--- config.mk ---
export PLATFORM = sky130hd
export DESIGN_NAME = kbsrt_cell
export DESIGN_NICKNAME = d
export VERILOG_FILES = /design/src/rtl/kbsrt_pkg.sv /design/src/rtl/kbsrt_cell.sv
export SDC_FILE = /design/constraint.sdc
export NUM_CORES = 1
export LEC_CHECK = 0
export BUFFER_PORTS_ARGS = -buffer_cell sky130_fd_sc_hd__buf_4
export CAP_MARGIN = 20
export CORE_ASPECT_RATIO = 1.75
export CORE_UTILIZATION = 35
export CTS_BUF_LIST = sky130_fd_sc_hd__clkbuf_16
export DETAILED_ROUTE_END_ITERATION = 10
export PLACE_DENSITY = 0.66
export REMOVE_ABC_BUFFERS = 1
export SLEW_MARGIN = 20
export SYNTH_ARGS = -nofsm -noshare
export SYNTH_HDL_FRONTEND = slang
export SYNTH_SLANG_ARGS = --single-unit
--- constraint.sdc ---
create_clock -name clock -period 4.1 [get_ports clock]
set_clock_uncertainty 0.1 [all_clocks]
set_input_delay 0 -clock clock [delete_from_list [all_inputs] [get_ports clock]]
set_output_delay 0 -clock clock [all_outputs]
set_load 0.005 [all_outputs]
--- src/rtl/kbsrt_pkg.sv ---
// Shared types and constants of the keyed best-score ranked table.
package kbsrt_pkg;

   localparam int KEY_W      = 32;
   localparam int IN_SCORE_W = 32;
   localparam int POS_W      = 6;
   localparam int RANK_W     = 7;
   localparam int COUNT_W    = 7;
   localparam int CFG_W      = 7;
   localparam int CSR_IDX_W  = 2;

   typedef enum logic [1:0] {
      ACT_SUBMIT = 2'd0,
      ACT_QUERY  = 2'd1,
      ACT_READ   = 2'd2,
      ACT_CLEAR  = 2'd3
   } action_type;

   typedef enum logic [1:0] {
      STAT_OK        = 2'd0,
      STAT_NOT_FOUND = 2'd1,
      STAT_DROPPED   = 2'd2
   } status_type;

   typedef enum logic [CSR_IDX_W-1:0] {
      CSR_HIGHER_IS_BETTER = 2'd0,
      CSR_MAX_ENTRIES      = 2'd1,
      CSR_NOTIFY_TOP_N     = 2'd2
   } csr_index_type;

   // How the cell row moves on a committed submit
   typedef enum logic [1:0] {
      SHIFT_NONE  = 2'd0,
      SHIFT_FRESH = 2'd1,
      SHIFT_MOVE  = 2'd2
   } shift_mode_type;

   typedef struct packed {
      logic           eval_en;
      logic           commit_en;
      logic           by_position;
      logic           higher_is_better;
      shift_mode_type mode;
   } cell_ctrl_type;

endpackage

--- src/rtl/kbsrt_cell.sv ---
// One table slot: holds a key and score, compares against the broadcast item, shifts.
module kbsrt_cell #(
   parameter int IDX        = 0,
   parameter int CAPACITY   = 64,
   parameter int SCORE_BITS = 32
) (
   input  logic                                   clock,
   input  logic                                   reset,
   input  kbsrt_pkg::cell_ctrl_type               ctrl,
   input  logic [$clog2(CAPACITY+1)-1:0]          held_count,
   input  logic [$clog2(CAPACITY)-1:0]            m_idx,
   input  logic [kbsrt_pkg::KEY_W-1:0]            item_key,
   input  logic signed [SCORE_BITS-1:0]           item_score,
   input  logic [kbsrt_pkg::POS_W-1:0]            position,
   input  logic [kbsrt_pkg::KEY_W-1:0]            left_key,
   input  logic signed [SCORE_BITS-1:0]           left_score,
   input  logic                                   left_beat,
   output logic [kbsrt_pkg::KEY_W-1:0]            entry_key,
   output logic signed [SCORE_BITS-1:0]           entry_score,
   output logic                                   beat,
   output logic                                   match,
   output logic                                   improve,
   output logic                                   sel,
   output logic                                   at_p
);
   import kbsrt_pkg::*;

   localparam int IDX_W = $clog2(CAPACITY);
   localparam int CNT_W = $clog2(CAPACITY+1);
   localparam logic [CNT_W-1:0] MY_POS = CNT_W'(IDX);
   localparam logic [IDX_W-1:0] MY_IDX = IDX_W'(IDX);

   logic [KEY_W-1:0]        key_ff, key_in;
   logic signed [SCORE_BITS-1:0] score_ff, score_in;
   logic                    beat_ff, beat_in;
   logic                    held;
   logic                    beats;

   // compare the held entry against the broadcast item
   always_comb begin
      held    = MY_POS < held_count;
      beats   = ctrl.higher_is_better ? (item_score > score_ff) : (item_score < score_ff);
      match   = held && (key_ff == item_key);
      improve = match && beats;
      sel     = ctrl.by_position ? (held && (int'(position) == IDX)) : match;
      at_p    = beat_ff && !left_beat;
   end

   // capture the beat flag; empty slots always count as beaten
   assign beat_in = ctrl.eval_en ? (held ? beats : 1'b1) : beat_ff;

   // take the item at the insertion point, take the left neighbor behind it (on a move, only up to the old slot)
   always_comb begin
      key_in   = key_ff;
      score_in = score_ff;
      if (ctrl.commit_en) begin
         unique case (ctrl.mode)
            SHIFT_FRESH: begin
               if (at_p) begin
                  key_in   = item_key;
                  score_in = item_score;
               end else if (left_beat) begin
                  key_in   = left_key;
                  score_in = left_score;
               end
            end
            SHIFT_MOVE: begin
               if (at_p) begin
                  key_in   = item_key;
                  score_in = item_score;
               end else if (left_beat && (MY_IDX <= m_idx)) begin
                  key_in   = left_key;
                  score_in = left_score;
               end
            end
            default: begin
            end
         endcase
      end
   end

   always_ff @(posedge clock) begin
      key_ff   <= key_in;
      score_ff <= score_in;
   end

   always_ff @(posedge clock) begin
      if (reset) begin
         beat_ff <= 1'b0;
      end else begin
         beat_ff <= beat_in;
      end
   end

   assign entry_key   = key_ff;
   assign entry_score = score_ff;
   assign beat        = beat_ff;

endmodule

==> results.yml <==
cts:
  clk_pin_slew_ns: 0.05
  cts_buffers: 9
  cts_root_buf: "clkbuf_16"
  htreeDepth: 3
  clockBufferDepth: 2
  cts_tree: "done"
  cts_setup_buffers: 0
  cts_sinks: 65
  ctsHoldBuffers: 130
  cts_resized: 0
  clk_latency_ns: 0.32
timing:
  slew_headroom_pct: 31.8
  post-route-min-period_ns: 2.86
  fin_crit_sh_pct: 69.7
  setup_viol: 0
  slew_violations: 0
  tightest_slew_ns: 1.02
  hold_viol: 0
  fmax_mhz: 350
  rsz0062_at_grt: "false"
power_and_ir_drop:
  power-per-cell-area_mw_per_mm2: 276
  p_leak_nw: 3.23
  peakVddDrop_mv: 0.193
placement:
  portBuffers: 218
  place.gp.congestion: 0.767
  dp.cells: 659
  place_hpwl_mm: 8.87
critical_path:
  r2r-end: "entry_score[5]"
  r2r_cells: 4
  worstPathCellList: "nor2b_4, buf_12, mux2_2, dlygate4sd3_1"
  timing.reg2reg.setup_slack_ns: 1.24
  critPathLaunchType: "register"
  path_max_fanout: 34
  rr_startpoint: "beat"
  crit_family: "buffers and inverters"
  critPathSlowestCell: "nor2b_4"
  path_class: "register to register"
  worstPathRequired_ns: 4.07
  cp.arrival_ns: 2.83
  path_buf_inv: 2
  cp-end-kind: "register"
  critPathMaxStageDelay_ns: 0.85
die:
  start_util_pct: 35.9
  fp.dieW_um: 82.9
  io_pins: 225
  row_count: 51
  die_area_mm2: 0.0119
  core-area_mm2: 0.0112
  dieHeight_um: 144
global_routing:
  grt_pass1_wl_mm: 19.7
  track_usage_pct: 21.4
  grt_antenna_before_repair: 0
  overflow: 0
  grt_pass1_vias: 4289
  grt_max_degree: 65
detailed_routing:
  routed_wl_mm: 12.9
  drt_drc_violations_left: 0
  firstDrtPassIters: 4
  via_per_inst: 4.82
  via_count: 3876
  drtAntennaViolNets: 0
  wl_per_cell_um: 16.0
  drtIter0Drc: 56
cells_and_area:
  stdcell_count: 804
  post-route-util_pct: 66.3
  drive_gt1_share_pct: 45.4
  n_antenna_cell: 0
  nets: 856
  synthToLayoutAreaGrowth_pct: 84.5
  fillers: 861
synthesis:
  ys_ff_latch: 65
  netlist_instances: 314
  postSynthAreaPerCell_um2: 12.8
  yosysUniqueCellTypes: 35
  ys_seq_area_share_pct: 48.4
  yosysWarningCount: 0
  synth_area_mm2: 0.00401
hold_path:
  holdPathEnd: "sel"
  hold_path.class: "input pin to output pin"
  hp-start: "ctrl[3]"
  min_path_cells: 3
run_status:
  outcome: "finished clean"
job:
  max_cap_viol_count: 0
## worst max-delay path by stage
stage / end / slack, ns / startpoint / cells after the start
final: entry_score[5] / 1.24 / beat / 4
after global placement: entry_key[17] / 1.80 / beat / 3
after detailed placement: entry_score[4] / 1.78 / beat / 3
after floorplan: entry_key[0] / -0.002 / beat / 2
after CTS: entry_score[11] / 1.22 / beat / 4
after global routing: entry_score[5] / 1.10 / beat / 4
## Yosys cell counts
library cell / n / share of area, %
edfxtp_1: 64 / 48
mux2_2: 64 / 18
inv_1: 33 / 3.1
ha_1: 32 / 10
xnor2_1: 30 / 6.6
nand4_1: 17 / 2.7
a21oi_1: 15 / 1.9
nand2_1: 8 / 0.75
buf_2: 5 / 0.62
nand3_1: 5 / 0.62
o21ai_0: 5 / 0.62
nor4_1: 4 / 0.62
xor2_1: 4 / 0.87
and3_1: 3 / 0.47
nor2_1: 3 / 0.28
a21o_1: 2 / 0.37
nor3_1: 2 / 0.25
a211o_1: 1 / 0.22
a211oi_1: 1 / 0.19
a21boi_1: 1 / 0.19
a32oi_1: 1 / 0.22
a41oi_2: 1 / 0.41
and4_1: 1 / 0.22
buf_1: 1 / 0.093
clkbuf_1: 1 / 0.093
dfxtp_1: 1 / 0.50
nand2b_1: 1 / 0.16
nand4_2: 1 / 0.31
nor2b_1: 1 / 0.16
nor2b_4: 1 / 0.34
nor3_2: 1 / 0.25
nor4_2: 1 / 0.31
o211ai_2: 1 / 0.31
o21bai_1: 1 / 0.19
or4b_4: 1 / 0.34
## worst reg2reg max path, stage by stage (launching register included)
cell,delay [ns]
dfxtp_1,0.38
nor2b_4,0.85
buf_12,0.32
mux2_2,0.39
dlygate4sd3_1,0.56
## kinds of logic (layout without fill, tap and decap cells)
| kind of cell | after synthesis | count (layout) | share of synthesized area, % |
|---|---|---|---|
| flip-flops | 65 | 65 | 48.4 |
| multiplexers | 64 | 64 | 18.0 |
| AND/OR/NAND/NOR | 50 | 50 | 7.74 |
| buffers and inverters | 40 | 398 | 3.90 |
| XOR/XNOR | 34 | 34 | 7.42 |
| adder cells (fa/ha/maj) | 32 | 32 | 9.98 |
| AO/OA/AOI/OAI | 29 | 29 | 4.59 |
## stage by stage
stage	hold slack (ns)	setup TNS (ns)	total power [mW]	worst slack (ns)	instance area, um2
detailed placement	0.127	0	1.20	1.78	5820
CTS	0.216	0	2.06	1.22	7400
global placement	0.113	0	1.19	1.80	5820
floorplan	-0.0167	-0.135	0.988	-0.00211	3980
global route	0.251	0	2.13	1.10	7400
finish	0.212	0	2.04	1.24	7400
## report_power, final
| part | switching [mW] | internal (mW) | total (mW) |
|---|---|---|---|
| combinational | 0.177 | 0.336 | 0.513 |
| sequential | 0.0204 | 0.780 | 0.800 |
| clock | 0.269 | 0.458 | 0.727 |
| total | 0.467 | 1.57 | 2.04 |
## final cells by class
type                            count  area, um2  share of cell area [%]
Timing Repair Buffer              350       2970                    40.1
Sequential cell                    65       1940                    26.2
Multi-Input combinational cell    209       1930                    26.1
Clock buffer                        9        225                    3.04
Tap cell                          132        165                    2.23
Inverter                           33        124                    1.67
Clock inverter                      6       51.3                   0.693
## flip-flops by register name, indices dropped and copies added (netlist names)
name         flops
beat             1
entry_score     32
entry_key       32
## cell usage in the layout, fill, tap and decap left out, drive strengths merged
cell         count
bufinv           1
o211ai           1
a21oi           15
nor3             3
dlygate4sd3    130
nor4             5
a21o             2
nand3            5
xnor2           30
a41oi            1
a32oi            1
a21boi           1
nor2b            2
ha              32
nor2             3
or4b             1
xor2             4
a211oi           1
nand4           18
o21ai            5
a211o            1
dfxtp            1
mux2            64
o21bai           1
edfxtp          64
clkinv           4
and3             3
buf            220
inv             34
nand2b           1
clkbuf           9
nand2            8
and4             1
## metal layers
layer	global-route usage, %	share of wire, %	up-vias
met5	0	0	-
met3	4.25	4.8	17
met4	9.17	2.3	0
li1	-	-	1881
met2	44.3	59	140
met1	19.6	34	1838
Power figures use the tool's default switching activity.
